`src/rtl/core/id3_pkg.sv`:
```
package id3_pkg;

  localparam int LEN_W   = 28;
  localparam int RES_MAX = 5;
  localparam int CNT_W   = $clog2(RES_MAX + 1);

  localparam logic [LEN_W-1:0] HDR_LEN   = LEN_W'(10);
  localparam logic [LEN_W-1:0] LANG_BODY = LEN_W'(4);
  localparam logic [6:0]       SYNC_MASK = 7'h7F;

  localparam logic [7:0] BYTE_I    = 8'h49;
  localparam logic [7:0] BYTE_D    = 8'h44;
  localparam logic [7:0] BYTE_3    = 8'h33;
  localparam logic [7:0] VER_MAJOR = 8'h04;
  localparam logic [7:0] VER_MINOR = 8'h00;
  localparam logic [7:0] ENC_LATIN = 8'h00;
  localparam logic [7:0] ENC_UTF16 = 8'h01;
  localparam logic [7:0] ENC_UTF8  = 8'h03;
  localparam logic [7:0] CHAR_T    = 8'h54;
  localparam logic [7:0] CHAR_W    = 8'h57;

  localparam logic [31:0] ID_TXXX = 32'h5458_5858;
  localparam logic [31:0] ID_WXXX = 32'h5758_5858;
  localparam logic [31:0] ID_COMM = 32'h434F_4D4D;
  localparam logic [31:0] ID_USLT = 32'h5553_4C54;

  localparam logic [1:0] FLD_ENC   = 2'd0;
  localparam logic [1:0] FLD_LANG  = 2'd1;
  localparam logic [1:0] FLD_DESC  = 2'd2;
  localparam logic [1:0] FLD_VALUE = 2'd3;

  localparam logic [1:0] ENCC_LATIN = 2'd0;
  localparam logic [1:0] ENCC_UTF8  = 2'd1;
  localparam logic [1:0] ENCC_OTHER = 2'd2;

  typedef enum logic [1:0] {
    PH_HEADER,
    PH_FHDR,
    PH_BODY,
    PH_DONE
  } phase_t;

  typedef enum logic [2:0] {
    EV_HDR_OK,
    EV_BAD_ID,
    EV_BAD_VER,
    EV_CONTENT,
    EV_FIELD_END,
    EV_FRAME_END,
    EV_TAG_END
  } ev_t;

  typedef enum logic [2:0] {
    CL_TEXT,
    CL_TXXX,
    CL_URL,
    CL_WXXX,
    CL_COMM,
    CL_USLT,
    CL_NONE
  } cls_t;

  // A plain entry carries no frame context on the output side.
  typedef struct packed {
    logic       plain;
    ev_t        ev;
    logic [7:0] data;
    logic [1:0] fld;
  } entry_t;

  typedef struct packed {
    cls_t        cls;
    logic [31:0] tag;
    logic [1:0]  enc;
  } ctx_t;

  typedef struct packed {
    logic [CNT_W-1:0]          n;
    entry_t [RES_MAX-1:0]      ent;
    ctx_t                      ctx;
  } batch_t;

  function automatic entry_t mk_ent(input logic plain, input ev_t ev,
                                    input logic [7:0] data, input logic [1:0] fld);
    entry_t e;
    e.plain = plain;
    e.ev    = ev;
    e.data  = data;
    e.fld   = fld;
    return e;
  endfunction

  function automatic cls_t classify(input logic [31:0] id);
    cls_t c;
    if (id == ID_TXXX) c = CL_TXXX;
    else if (id[31:24] == CHAR_T) c = CL_TEXT;
    else if (id == ID_WXXX) c = CL_WXXX;
    else if (id[31:24] == CHAR_W) c = CL_URL;
    else if (id == ID_COMM) c = CL_COMM;
    else if (id == ID_USLT) c = CL_USLT;
    else c = CL_NONE;
    return c;
  endfunction

  function automatic logic [1:0] enc_class(input logic [7:0] enc);
    logic [1:0] r;
    if (enc == ENC_LATIN) r = ENCC_LATIN;
    else if (enc == ENC_UTF8) r = ENCC_UTF8;
    else r = ENCC_OTHER;
    return r;
  endfunction

endpackage

```
`src/rtl/core/id3_res_q.sv`:
```
module id3_res_q
  import id3_pkg::*;
(
  input  logic          clk,
  input  logic          rst,
  input  logic          load,
  input  batch_t        batch,
  output logic          load_ok,
  output logic          out_valid,
  input  logic          out_ready,
  output logic [2:0]    event_res,
  output logic [7:0]    out_byte,
  output logic [2:0]    frame_class,
  output logic [1:0]    field_index,
  output logic [31:0]   frame_tag,
  output logic [1:0]    encoding_class
);

  entry_t [RES_MAX-1:0] ent;
  ctx_t                 ctx;
  logic [CNT_W-1:0]     cnt;
  logic                 pop;

  assign out_valid = (cnt != '0);
  assign pop       = out_valid && out_ready;
  // A new batch may land when the queue is empty or once the last pending result leaves in this cycle.
  assign load_ok   = (cnt == '0) || ((cnt == CNT_W'(1)) && out_ready);

  always_ff @(posedge clk) begin
    if (rst) begin
      cnt <= '0;
    end else if (load) begin
      cnt <= batch.n;
    end else if (pop) begin
      cnt <= cnt - CNT_W'(1);
    end
  end

  always_ff @(posedge clk) begin
    if (load) begin
      ent <= batch.ent;
      ctx <= batch.ctx;
    end else if (pop) begin
      for (int i = 0; i < RES_MAX - 1; i++) begin
        ent[i] <= ent[i+1];
      end
    end
  end

  assign event_res      = ent[0].ev;
  assign out_byte       = ent[0].data;
  assign field_index    = ent[0].fld;
  assign frame_class    = ent[0].plain ? CL_NONE : ctx.cls;
  assign frame_tag      = ent[0].plain ? 32'd0 : ctx.tag;
  assign encoding_class = ent[0].plain ? ENCC_LATIN : ctx.enc;

  a_cnt_bound: assert property (@(posedge clk) disable iff (rst)
    cnt <= CNT_W'(RES_MAX))
    else $error("result count beyond capacity");

  a_pop_dec: assert property (@(posedge clk) disable iff (rst)
    (pop && !load) |=> cnt == $past(cnt) - CNT_W'(1))
    else $error("result count not decremented on transfer");

  a_load_cnt: assert property (@(posedge clk) disable iff (rst)
    (load && batch.n != '0) |=> out_valid && cnt == $past(batch.n))
    else $error("loaded batch not presented");

endmodule

```
`src/rtl/core/id3v2_tag_frame_parser.sv`:
```
// ID3v2.4 tag and frame parser.
// Input channel: one file byte per transfer (in_byte), with file_start set on
// the first byte of each file; file_start restarts the header check.
// Output channel: one event per transfer with its byte, frame class, field
// index, frame id and encoding class; a byte may cause zero to five events.
// Each accepted byte is decoded in the cycle it is accepted and its events
// are registered, so the first event appears in the cycle after the transfer.
// A byte causing at most one event sustains one byte per cycle while the
// receiver is ready; a byte causing more events holds the input while the
// result queue drains, as only one event leaves per cycle. The queue holds
// five events, the most that a single byte can cause.
// Reset empties the result queue and returns the parser to the tag header
// check. When the receiver stalls, pending events stay queued and in_ready
// stays low while any event is still waiting.
module id3v2_tag_frame_parser
  import id3_pkg::*;
(
  input  logic        clk,
  input  logic        rst,
  input  logic        in_valid,
  output logic        in_ready,
  input  logic [7:0]  in_byte,
  input  logic        file_start,
  output logic        out_valid,
  input  logic        out_ready,
  output logic [2:0]  event_res,
  output logic [7:0]  out_byte,
  output logic [2:0]  frame_class,
  output logic [1:0]  field_index,
  output logic [31:0] frame_tag,
  output logic [1:0]  encoding_class
);

  phase_t            phase, phase_next, eff_phase;
  logic [3:0]        hcount, hcount_next, eff_count;
  logic [LEN_W-1:0]  tag_len, tag_len_next, len_shift;
  logic [LEN_W-1:0]  tag_left, tag_left_next;
  logic [31:0]       current_id, current_id_next;
  logic [LEN_W-1:0]  body_length, body_length_next, blen_shift;
  logic [LEN_W-1:0]  body_left, body_left_next;
  logic [1:0]        pos, pos_next;
  logic              body_short, body_short_next;
  cls_t              current_class, current_class_next;
  logic [7:0]        enc_value, enc_value_next;
  logic [1:0]        field_stage, field_stage_next;
  logic              zero_held, zero_held_next;
  logic              string_closed, string_closed_next;
  logic              lang;
  logic              take;
  logic [CNT_W-1:0]  n;
  batch_t            batch;

  assign take = in_valid && in_ready;

  always_ff @(posedge clk) begin
    if (rst) begin
      phase         <= PH_HEADER;
      hcount        <= '0;
      tag_len       <= '0;
      tag_left      <= '0;
      current_id    <= '0;
      body_length   <= '0;
      body_left     <= '0;
      pos           <= '0;
      body_short    <= 1'b0;
      current_class <= CL_NONE;
      enc_value     <= '0;
      field_stage   <= '0;
      zero_held     <= 1'b0;
      string_closed <= 1'b0;
    end else if (take) begin
      phase         <= phase_next;
      hcount        <= hcount_next;
      tag_len       <= tag_len_next;
      tag_left      <= tag_left_next;
      current_id    <= current_id_next;
      body_length   <= body_length_next;
      body_left     <= body_left_next;
      pos           <= pos_next;
      body_short    <= body_short_next;
      current_class <= current_class_next;
      enc_value     <= enc_value_next;
      field_stage   <= field_stage_next;
      zero_held     <= zero_held_next;
      string_closed <= string_closed_next;
    end
  end

  always_comb begin
    eff_phase = file_start ? PH_HEADER : phase;
    eff_count = file_start ? 4'd0 : hcount;
    len_shift  = {tag_len[LEN_W-8:0], in_byte[6:0] & SYNC_MASK};
    blen_shift = {body_length[LEN_W-8:0], in_byte[6:0] & SYNC_MASK};
    lang = (current_class == CL_COMM) || (current_class == CL_USLT);

    phase_next         = eff_phase;
    hcount_next        = eff_count;
    tag_len_next       = tag_len;
    tag_left_next      = tag_left;
    current_id_next    = current_id;
    body_length_next   = body_length;
    body_left_next     = body_left;
    pos_next           = pos;
    body_short_next    = body_short;
    current_class_next = current_class;
    enc_value_next     = enc_value;
    field_stage_next   = field_stage;
    zero_held_next     = zero_held;
    string_closed_next = string_closed;

    n = '0;
    batch.ent = '0;

    case (eff_phase)
      PH_HEADER: begin
        hcount_next = eff_count + 4'd1;
        if ((eff_count == 4'd0 && in_byte != BYTE_I) ||
            (eff_count == 4'd1 && in_byte != BYTE_D) ||
            (eff_count == 4'd2 && in_byte != BYTE_3)) begin
          batch.ent[n] = mk_ent(1'b1, EV_BAD_ID, 8'd0, FLD_ENC);
          n = n + CNT_W'(1);
          phase_next = PH_DONE;
        end else if ((eff_count == 4'd3 && in_byte != VER_MAJOR) ||
                     (eff_count == 4'd4 && in_byte != VER_MINOR)) begin
          batch.ent[n] = mk_ent(1'b1, EV_BAD_VER, 8'd0, FLD_ENC);
          n = n + CNT_W'(1);
          phase_next = PH_DONE;
        end else begin
          if (eff_count >= 4'd6) tag_len_next = len_shift;
          if (eff_count == 4'd9) begin
            batch.ent[n] = mk_ent(1'b1, EV_HDR_OK, 8'd0, FLD_ENC);
            n = n + CNT_W'(1);
            tag_left_next = len_shift;
            if (len_shift < HDR_LEN) begin
              batch.ent[n] = mk_ent(1'b1, EV_TAG_END, 8'd0, FLD_ENC);
              n = n + CNT_W'(1);
              phase_next = PH_DONE;
            end else begin
              phase_next  = PH_FHDR;
              hcount_next = 4'd0;
            end
          end
        end
      end

      PH_FHDR: begin
        hcount_next = eff_count + 4'd1;
        // The frame header itself is taken off the remaining tag bytes here.
        if (eff_count == 4'd0) begin
          current_id_next = {24'd0, in_byte};
          tag_left_next   = tag_left - HDR_LEN;
        end else if (eff_count < 4'd4) begin
          current_id_next = {current_id[23:0], in_byte};
        end else if (eff_count == 4'd4) begin
          body_length_next = {{(LEN_W-7){1'b0}}, in_byte[6:0] & SYNC_MASK};
        end else if (eff_count < 4'd8) begin
          body_length_next = blen_shift;
        end
        if (eff_count == 4'd9) begin
          if (body_length == '0 || body_length > tag_left) begin
            batch.ent[n] = mk_ent(1'b1, EV_TAG_END, 8'd0, FLD_ENC);
            n = n + CNT_W'(1);
            phase_next = PH_DONE;
          end else begin
            current_class_next = classify(current_id);
            field_stage_next   = (classify(current_id) == CL_URL) ? FLD_VALUE : FLD_ENC;
            enc_value_next     = 8'd0;
            zero_held_next     = 1'b0;
            string_closed_next = 1'b0;
            pos_next           = 2'd0;
            body_left_next     = body_length;
            body_short_next    = body_length < LANG_BODY;
            tag_left_next      = tag_left - body_length;
            phase_next         = PH_BODY;
          end
        end
      end

      PH_BODY: begin
        pos_next       = (pos == 2'd3) ? 2'd3 : pos + 2'd1;
        body_left_next = body_left - LEN_W'(1);

        if (current_class == CL_NONE || string_closed) begin
          // silent byte
        end else if (current_class == CL_URL ||
                     (current_class == CL_WXXX && field_stage == FLD_VALUE)) begin
          // A url field has no terminator.
          batch.ent[n] = mk_ent(1'b0, EV_CONTENT, in_byte, field_stage);
          n = n + CNT_W'(1);
        end else if (pos == 2'd0) begin
          if (lang && body_short) begin
            string_closed_next = 1'b1;
          end else begin
            enc_value_next = in_byte;
            batch.ent[n] = mk_ent(1'b0, EV_CONTENT, in_byte, FLD_ENC);
            n = n + CNT_W'(1);
            batch.ent[n] = mk_ent(1'b0, EV_FIELD_END, 8'd0, FLD_ENC);
            n = n + CNT_W'(1);
            if (lang) field_stage_next = FLD_LANG;
            else if (current_class == CL_TEXT) field_stage_next = FLD_VALUE;
            else field_stage_next = FLD_DESC;
          end
        end else if (field_stage == FLD_LANG) begin
          batch.ent[n] = mk_ent(1'b0, EV_CONTENT, in_byte, FLD_LANG);
          n = n + CNT_W'(1);
          if (pos == 2'd3) begin
            batch.ent[n] = mk_ent(1'b0, EV_FIELD_END, 8'd0, FLD_LANG);
            n = n + CNT_W'(1);
            field_stage_next = FLD_DESC;
          end
        end else if (enc_value == ENC_UTF16 && zero_held) begin
          zero_held_next = 1'b0;
          if (in_byte == 8'd0) begin
            batch.ent[n] = mk_ent(1'b0, EV_FIELD_END, 8'd0, field_stage);
            n = n + CNT_W'(1);
            if (field_stage == FLD_DESC) field_stage_next = FLD_VALUE;
            else string_closed_next = 1'b1;
          end else begin
            batch.ent[n] = mk_ent(1'b0, EV_CONTENT, 8'd0, field_stage);
            n = n + CNT_W'(1);
            batch.ent[n] = mk_ent(1'b0, EV_CONTENT, in_byte, field_stage);
            n = n + CNT_W'(1);
          end
        end else if (enc_value == ENC_UTF16 && in_byte == 8'd0) begin
          zero_held_next = 1'b1;
        end else if (in_byte == 8'd0) begin
          batch.ent[n] = mk_ent(1'b0, EV_FIELD_END, 8'd0, field_stage);
          n = n + CNT_W'(1);
          if (field_stage == FLD_DESC) field_stage_next = FLD_VALUE;
          else string_closed_next = 1'b1;
        end else begin
          batch.ent[n] = mk_ent(1'b0, EV_CONTENT, in_byte, field_stage);
          n = n + CNT_W'(1);
        end

        if (body_left == LEN_W'(1)) begin
          if (current_class != CL_NONE) begin
            if (zero_held_next) begin
              batch.ent[n] = mk_ent(1'b0, EV_CONTENT, 8'd0, field_stage_next);
              n = n + CNT_W'(1);
              zero_held_next = 1'b0;
            end
            if (!string_closed_next) begin
              batch.ent[n] = mk_ent(1'b0, EV_FIELD_END, 8'd0, field_stage_next);
              n = n + CNT_W'(1);
            end
            batch.ent[n] = mk_ent(1'b0, EV_FRAME_END, 8'd0, field_stage_next);
            n = n + CNT_W'(1);
          end
          // tag_left already excludes this body.
          if (tag_left < HDR_LEN) begin
            batch.ent[n] = mk_ent(1'b1, EV_TAG_END, 8'd0, FLD_ENC);
            n = n + CNT_W'(1);
            phase_next = PH_DONE;
          end else begin
            phase_next  = PH_FHDR;
            hcount_next = 4'd0;
          end
        end
      end

      default: begin
      end
    endcase

    batch.n       = n;
    batch.ctx.cls = current_class;
    batch.ctx.tag = current_id;
    batch.ctx.enc = enc_class(enc_value_next);
  end

  id3_res_q u_res_q (
    .clk            (clk),
    .rst            (rst),
    .load           (take),
    .batch          (batch),
    .load_ok        (in_ready),
    .out_valid      (out_valid),
    .out_ready      (out_ready),
    .event_res      (event_res),
    .out_byte       (out_byte),
    .frame_class    (frame_class),
    .field_index    (field_index),
    .frame_tag      (frame_tag),
    .encoding_class (encoding_class)
  );

  a_done_sticky: assert property (@(posedge clk) disable iff (rst)
    (take && !file_start && phase == PH_DONE) |=> phase == PH_DONE)
    else $error("parser left the finished state without a new file");

  a_body_entry: assert property (@(posedge clk) disable iff (rst)
    (phase != PH_BODY) |=> (phase != PH_BODY || $past(phase) == PH_FHDR))
    else $error("frame body entered other than from a frame header");

  a_body_left: assert property (@(posedge clk) disable iff (rst)
    (phase == PH_BODY) |-> body_left != '0)
    else $error("frame body active with no bytes left");

endmodule

```
`config.mk`:
```
export PLATFORM = sky130hd
export DESIGN_NAME = id3v2_tag_frame_parser
export DESIGN_NICKNAME = d
export VERILOG_FILES = /design/src/rtl/core/id3_pkg.sv /design/src/rtl/core/id3_res_q.sv /design/src/rtl/core/id3v2_tag_frame_parser.sv
export SDC_FILE = /design/constraint.sdc
export NUM_CORES = 1
export LEC_CHECK = 0
export BUFFER_PORTS_ARGS = -buffer_cell sky130_fd_sc_hd__buf_2
export CORE_MARGIN = 2
export CORE_UTILIZATION = 56
export CTS_BUF_LIST = sky130_fd_sc_hd__clkbuf_2 sky130_fd_sc_hd__clkbuf_4 sky130_fd_sc_hd__clkbuf_8
export CTS_CLUSTER_DIAMETER = 50
export DETAILED_ROUTE_END_ITERATION = 10
export PLACE_DENSITY = 0.81
export SLEW_MARGIN = 20
export SYNTH_ARGS = -nofsm -noshare
export SYNTH_HDL_FRONTEND = slang
export SYNTH_SLANG_ARGS = --single-unit
```
`constraint.sdc`:
```
create_clock -name clk -period 5.5 [get_ports clk]
set_input_delay 0.275 -clock clk [delete_from_list [all_inputs] [get_ports clk]]
set_output_delay 0.275 -clock clk [all_outputs]
set_load 0.02 [all_outputs]
```
==> impl_metrics.tcl, run 1 <==
set metrics [dict create \
    crit_required_ns 5.80 \
    cts_root_buffer "clkbuf_8" \
    drcViolationCount 0 \
    place_inst 2162 \
    drive_gt1_share_pct 13.3 \
    dieArea_um2 28400 \
    tritoncts "built" \
    place_hpwl_mm 32.2 \
    wl_per_cell_um 20.6 \
    hold_start "in_byte[7]" \
    gr-usage-all-layers_pct 31.7 \
    cts_buffers 43 \
    worstHoldPathType "input port to flop" \
    antenna_found_initial 1 \
    postSynthCellCount 1837 \
    clk_path_buf_depth 3 \
    p_switching_mw 2.22 \
    power_density_nw_per_um2 365 \
    fin_ws_ns 0.303 \
    ios 65 \
    grt_overflow_total 0 \
    post-place-ws_ns 0.126 \
    num_vias 14818 \
    crit_path_end_kind "flop" \
    ys_seq_elements 246 \
    dr.pass1.iters 6 \
    finalCritPeriodShare_pct 94.5 \
    critPathMaxStageDelay_ns 0.58 \
    clk_pin_slew_worst_paths_ns 0.06 \
    hold_slack_ns 0.0877 \
    crit_path_start_kind "flop" \
    cts_hold_buf 0 \
    final.setup.tns_ns 0 \
    tightest_slew_ns 1.08 \
    htree_levels 2 \
    reg2reg_setup_slack_ns 0.30 \
    grt_pass1_wl_mm 72.7 \
    ir_drop_uv 201 \
    period_needed_ns 5.20 \
    p_sw_share_pct 36.2 \
    place_congestion 0.961 \
    ys_warn_count 0 \
    detail_route.wirelength_mm 46.3 \
    core_um2 26800 \
    synth_largest_area_cell "dfxtp_1" \
    critPathMostFrequentCell "nor2_1" \
    worstPathArrival_ns 5.50 \
    async_flop_share_pct 0 \
    syn2layout_area_growth_pct 10.5 \
    whs_path_depth 3 \
    placedInstanceArea_um2 15700 \
    nets 1935 \
    fin_cells 2247 \
    drtIter0Drc 1886 \
    grt_pass1_vias 13487 \
    combPwrFrac_pct 30.7 \
    start_util_pct 56.6 \
    clock_power_share_pct 30.3 \
    grt_start_max_net_pins 72 \
    clkLatencyLatePin_ns 0.57 \
    die_h_um 169 \
    multi_input_area_um2 8710 \
    cp_cell_sequence "or4b_4, nor2_2, nand2_1, nor3_2, nor2_1, ha_1, o21ai_0, a32oi_2, ha_1, inv_1, nor2_1, a21oi_1, inv_1, ha_2, nor2_1, nor4b_4, nor4_4, buf_4, nor4_1, a32oi_1, buf_4, and4_1, o21a_4, a22o_1" \
    seq_area_um2 5750 \
    timing.rr.start "enc_value[1]" \
    synthTopCellsByArea "dfxtp_1 22%, edfxtp_1 16%, a21oi_1 5.5%" \
    fillers 2225 \
    mappedNetlistArea_um2 15200 \
    drv_slew 0 \
    p_leak_nw 6.13 \
    vias_per_cell 6.59 \
    p_int_mw 3.90 \
    rows 60 \
    power_mw 6.11 \
    synth.avg_cell_area_um2 8.26 \
    crit_slowest_cell "or4b_4" \
    final_core_util_pct 62.6 \
    reg2reg_depth 24 \
    hold_viol 0 \
    yosys.area.top_type_share_pct 21.6 \
    ant_nets 0 \
    synth_flop_cell "dfxtp_1" \
    path_max_fanout 8 \
    cp.buffers_inverters 4 \
    synth-seq-area-share_pct 37.9 \
    slew_headroom_pct 27.3 \
    design_area_um2 16800 \
    sequentialPowerShare_pct 39.0 \
    crit_family "simple AND/OR/NAND/NOR gates" \
    syn_nets 1900 \
    path_class "flop to flop" \
    synth_edf_count 82 \
    status "finished, final reports clean" \
    max_freq_ghz 0.192 \
    maxCapViolations 0 \
    synth_commonest_cells "224 x nand2_1, 168 x a21oi_1, 166 x nor2_1, 164 x dfxtp_1, 92 x o21ai_0" \
    yosysMostFrequentCell "nand2_1" \
    cp-startpoint "enc_value[1]" \
    synthDistinctLibCells 96 \
    cts_sinks 246 \
    skew_ns 0.0241 \
    chipWidth_um 169 \
    io_buffers 64 \
    setup_viol 0 \
    cp_num_cells 24 \
]
flip-flops by register name, summed over array words and instances (netlist names), 21 cells and up:
register and flops:
tag_left 28, body_length 28, u_res_q.ctx 37, tag_len 21, current_id 32, body_left 28, u_res_q.ent 32
power by group through the flow:
stage / Combinational (mW) / Clock (mW) / Sequential (mW)
after global placement: 1.76 / 0 / 2.43
after detailed placement: 1.79 / 0 / 2.44
after floorplan: 1.39 / 0 / 2.36
after global routing: 2.03 / 1.94 / 2.41
final: 1.87 / 1.85 / 2.39
after CTS: 1.81 / 1.86 / 2.41
metal layers:
| metal | share of wire [%] | vias up | global-route usage (%) |
|---|---|---|---|
| met2 | 46 | 866 | 50.8 |
| met1 | 41 | 7022 | 43.2 |
| li1 | - | 6795 | - |
| met3 | 9.5 | 135 | 5.45 |
| met4 | 3.8 | 0 | 11.7 |
| met5 | 0 | - | 0 |
final timing paths:
kind | end
setup / recovery | u_res_q.out_byte[3]
hold / removal | current_id[7]
setup reg to reg | u_res_q.out_byte[3]
hold reg to reg | u_res_q.ctx[32]
cells in the final DEF (no fill, tap or decap), types with 11 or more instances in the layout:
master    instances
nand2_1         224
a21oi_1         168
nor2_1          166
dfxtp_1         162
o21ai_0          92
edfxtp_1         82
nand3_1          65
inv_1            64
buf_2            63
clkbuf_8         50
buf_4            49
nor3_1           46
ha_1             46
nor2b_1          44
xnor2_1          33
nor4_1           31
mux2i_1          30
nand2b_1         29
a211oi_1         28
o211ai_1         26
nor3b_1          26
a31oi_1          23
nand4_1          20
clkbuf_4         18
and2_1           15
or2_2            13
o22ai_1          13
and3_1           12
o32ai_1          12
xor2_1           12
a22oi_1          11
o31ai_1          11
worst min-delay path, cell delays in order:
cell and delay (ns):
buf_2 0.17, nand2_1 0.10, a21oi_1 0.06
final cells by class:
class,count,area share (%)
Inverter,66,1.48
Clock buffer,68,4.91
Tap cell,341,2.54
Multi-Input combinational cell,1402,51.9
Timing Repair Buffer,113,4.16
Clock inverter,10,0.694
Sequential cell,246,34.3
Antenna cell,1,0.0149
kinds of logic (layout without fill, tap and decap cells):
logic type	Yosys count	in the layout	share of synthesized area, %
mux	33	33	2.20
xor+xnor	47	47	2.80
compound gates	500	500	21.4
other cells	0	1	0
simple gates	772	772	26.2
fa+ha+maj	50	50	4.17
flops	246	246	37.9
buf+inv	189	257	5.32
timing repair:
| action | 4_1_cts | 5_1_grt |
|---|---|---|
| setup buffers | 0 | 5 |
| endpoints found under the setup margin | 0 | 28 |
| endpoints found under the hold margin | 0 | 0 |
| resized for setup | 0 | 13 |
Power figures use the tool's default switching activity.
==> run 2: changes to the inputs <==
--- a/config.mk
+++ b/config.mk
@@ -11,7 +11,9 @@
 export CTS_BUF_LIST = sky130_fd_sc_hd__clkbuf_2 sky130_fd_sc_hd__clkbuf_4 sky130_fd_sc_hd__clkbuf_8
 export CTS_CLUSTER_DIAMETER = 50
 export DETAILED_ROUTE_END_ITERATION = 10
+export MAX_ROUTING_LAYER = met4
 export PLACE_DENSITY = 0.81
+export SETUP_SLACK_MARGIN = 0.3
 export SLEW_MARGIN = 20
 export SYNTH_ARGS = -nofsm -noshare
 export SYNTH_HDL_FRONTEND = slang
==> constraint.sdc (replaced) <==
create_clock -name clk -period 6.05 [get_ports clk]
set_input_delay 0.3025 -clock clk [delete_from_list [all_inputs] [get_ports clk]]
set_output_delay 0.3025 -clock clk [all_outputs]
set_load 0.02 [all_outputs]
==> run 2 against run 1 <==
Net effect: via count decreased by 1.1%; clock skew increased by 0.018 ns; setup slack improved by 0.31 ns; sequential share of layout area increased by 0.16 points; total power decreased by 8.2%; largest cell class unchanged; critical path type unchanged; wire length decreased by 0.31%; non-clock buffer count decreased by 17.
==> impl_metrics.tcl, run 2 (same netlist as run 1, synthesis figures left out) <==
set metrics [dict create \
    status "finished, final reports clean" \
    cts_root_buffer "clkbuf_8" \
    start_util_pct 56.6 \
    grt_pass1_vias 13219 \
    syn2layout_area_growth_pct 9.99 \
    top_usage_layer "met2" \
    crit_path_end_kind "flop" \
    reg2reg_setup_slack_ns 0.62 \
    place_hpwl_mm 32.1 \
    clk_pin_slew_worst_paths_ns 0.06 \
    rsz0062_at_grt "false" \
    multi_input_area_um2 8690 \
    chipWidth_um 169 \
    tritoncts "built" \
    met2_usage_pct 50.6 \
    placedInstanceArea_um2 15600 \
    power_density_nw_per_um2 337 \
    core_um2 26800 \
    cp-startpoint "enc_value[1]" \
    clkLatencyLatePin_ns 0.59 \
    ios 65 \
    skew_ns 0.0424 \
    ant_nets 0 \
    endpoint "u_res_q.field_index[1]" \
    hold_viol 0 \
    timing.rr.start "enc_value[1]" \
    final_cell_mix "224 x nand2_1, 168 x a21oi_1, 166 x nor2_1" \
    ir_drop_uv 196 \
    rows 60 \
    slew_headroom_pct 19.8 \
    final.setup.tns_ns 0 \
    gr-usage-all-layers_pct 32.4 \
    max_freq_ghz 0.184 \
    drive_gt1_share_pct 12.6 \
    grtUsageMet3_pct 4.77 \
    drcViolationCount 0 \
    cts_buffers 44 \
    design_area_um2 16700 \
    crit_path_start_kind "flop" \
    maxCapViolations 0 \
    p_leak_nw 6.06 \
    wl_per_cell_um 20.7 \
    drtIter0Drc 1866 \
    reg2reg_depth 23 \
    path_max_fanout 6 \
    dieArea_um2 28400 \
    period_needed_ns 5.43 \
    detail_route.wirelength_mm 46.2 \
    tightest_slew_ns 1.19 \
    drv_slew 0 \
    final_common_cell "nand2_1" \
    die_h_um 169 \
    htree_levels 2 \
    io_buffers 64 \
    top_register "u_res_q.ctx" \
    place_congestion 0.982 \
    r2r-end "u_res_q.field_index[1]" \
    crit_required_ns 6.48 \
    largest_register_ff_count 37 \
    reg.largest.list "u_res_q.ctx (37), current_id (32), u_res_q.ent (32)" \
    fillers 2318 \
    grt_overflow_total 0 \
    worstHoldPathType "input port to flop" \
    grt_pass1_wl_mm 72.3 \
    setup_viol 0 \
    cts_sinks 246 \
    antenna_found_initial 0 \
    antennaDiodeCount 0 \
    num_vias 14652 \
    dr.pass1.iters 7 \
    path_class "flop to flop" \
    use_met1_pct 44.0 \
    finalCritPeriodShare_pct 89.8 \
    vias_per_cell 6.56 \
    seq_area_um2 5750 \
    worstPathArrival_ns 5.86 \
    nets 1919 \
    clk_path_buf_depth 3 \
    grt_start_max_net_pins 77 \
]
-- run 2: changes by cell type in the layout (fill, tap and decap cells not counted), sizes merged --
cell      previous run  this run
clkinv               5         6
inv                 69        68
buf                113        96
clkinvlp             0         2
clkbuf              68        69
diode                1         0
-- run 2: worst min path at each step --
stage / cells past startpoint / slack [ns] / endpoint / startpoint
2_1_floorplan: 0 / 0.41 / u_res_q.ctx[36] / current_class[2]
4_1_cts: 3 / 0.07 / body_length[2] / in_byte[2]
3_5_place_dp: 2 / 0.45 / phase[0] / phase[0]
3_3_place_gp: 2 / 0.44 / phase[0] / phase[0]
5_1_grt: 3 / 0.10 / current_id[2] / in_byte[2]
6_report: 3 / 0.09 / body_length[2] / in_byte[2]
-- run 2: through the flow --
step	util (%)	power (mW)	instances	hold slack, ns	worst slack (ns)
6_report	62.3	5.62	2232	0.0915	0.616
3_5_place_dp	58.2	3.83	2147	0.448	0.354
2_1_floorplan	-	3.41	1837	0.406	1.03
4_1_cts	62.0	5.58	2228	0.0711	0.312
3_3_place_gp	58.2	3.79	2147	0.442	0.528
5_1_grt	62.3	5.85	2232	0.102	0.310
-- run 2: cell type report --
cell class / instances / area share [%]
clock buffer: 69 / 5.17
clock inverter: 12 / 0.870
inverter: 66 / 1.48
multi-input combinational: 1402 / 52.1
sequential: 246 / 34.4
tap: 341 / 2.56
timing repair buffer: 96 / 3.42
-- run 2: layer usage --
metal / vias up / routed length [um]
met5: - / 0
met4: 0 / 1280
met3: 110 / 4380
met2: 806 / 21400
met1: 6972 / 19200
li1: 6764 / -
-- run 2: worst max-delay path: stages (launching register included) --
cell and delay (ns):
dfxtp_1 0.37, or4b_4 0.60, nor2_4 0.19, nand2_1 0.18
nor3_2 0.20, nor2_1 0.13, ha_1 0.33, o21ai_0 0.11
a32oi_2 0.26, ha_1 0.32, inv_1 0.13, nor2_1 0.06
a21oi_1 0.16, inv_1 0.11, ha_2 0.24, nand2b_1 0.11
o41ai_2 0.09, nor4_4 0.28, buf_4 0.18, nor4_1 0.06
a32oi_1 0.28, nand3_1 0.18, a2111oi_1 0.53, a221o_1 0.17
-- run 2: report_power, final --
group | total [mW] | leakage (nW) | internal [mW] | switching [mW]
Sequential | 2.18 | 2.13 | 2.04 | 0.138
Combinational | 1.68 | 3.40 | 0.534 | 1.14
Clock | 1.76 | 0.527 | 1.00 | 0.755
-- run 2: timing repair --
action,4_1_cts,5_1_grt
setup endpoints to repair,0,26
buffers inserted,0,3
hold buffers,0,0
resized for setup,0,9
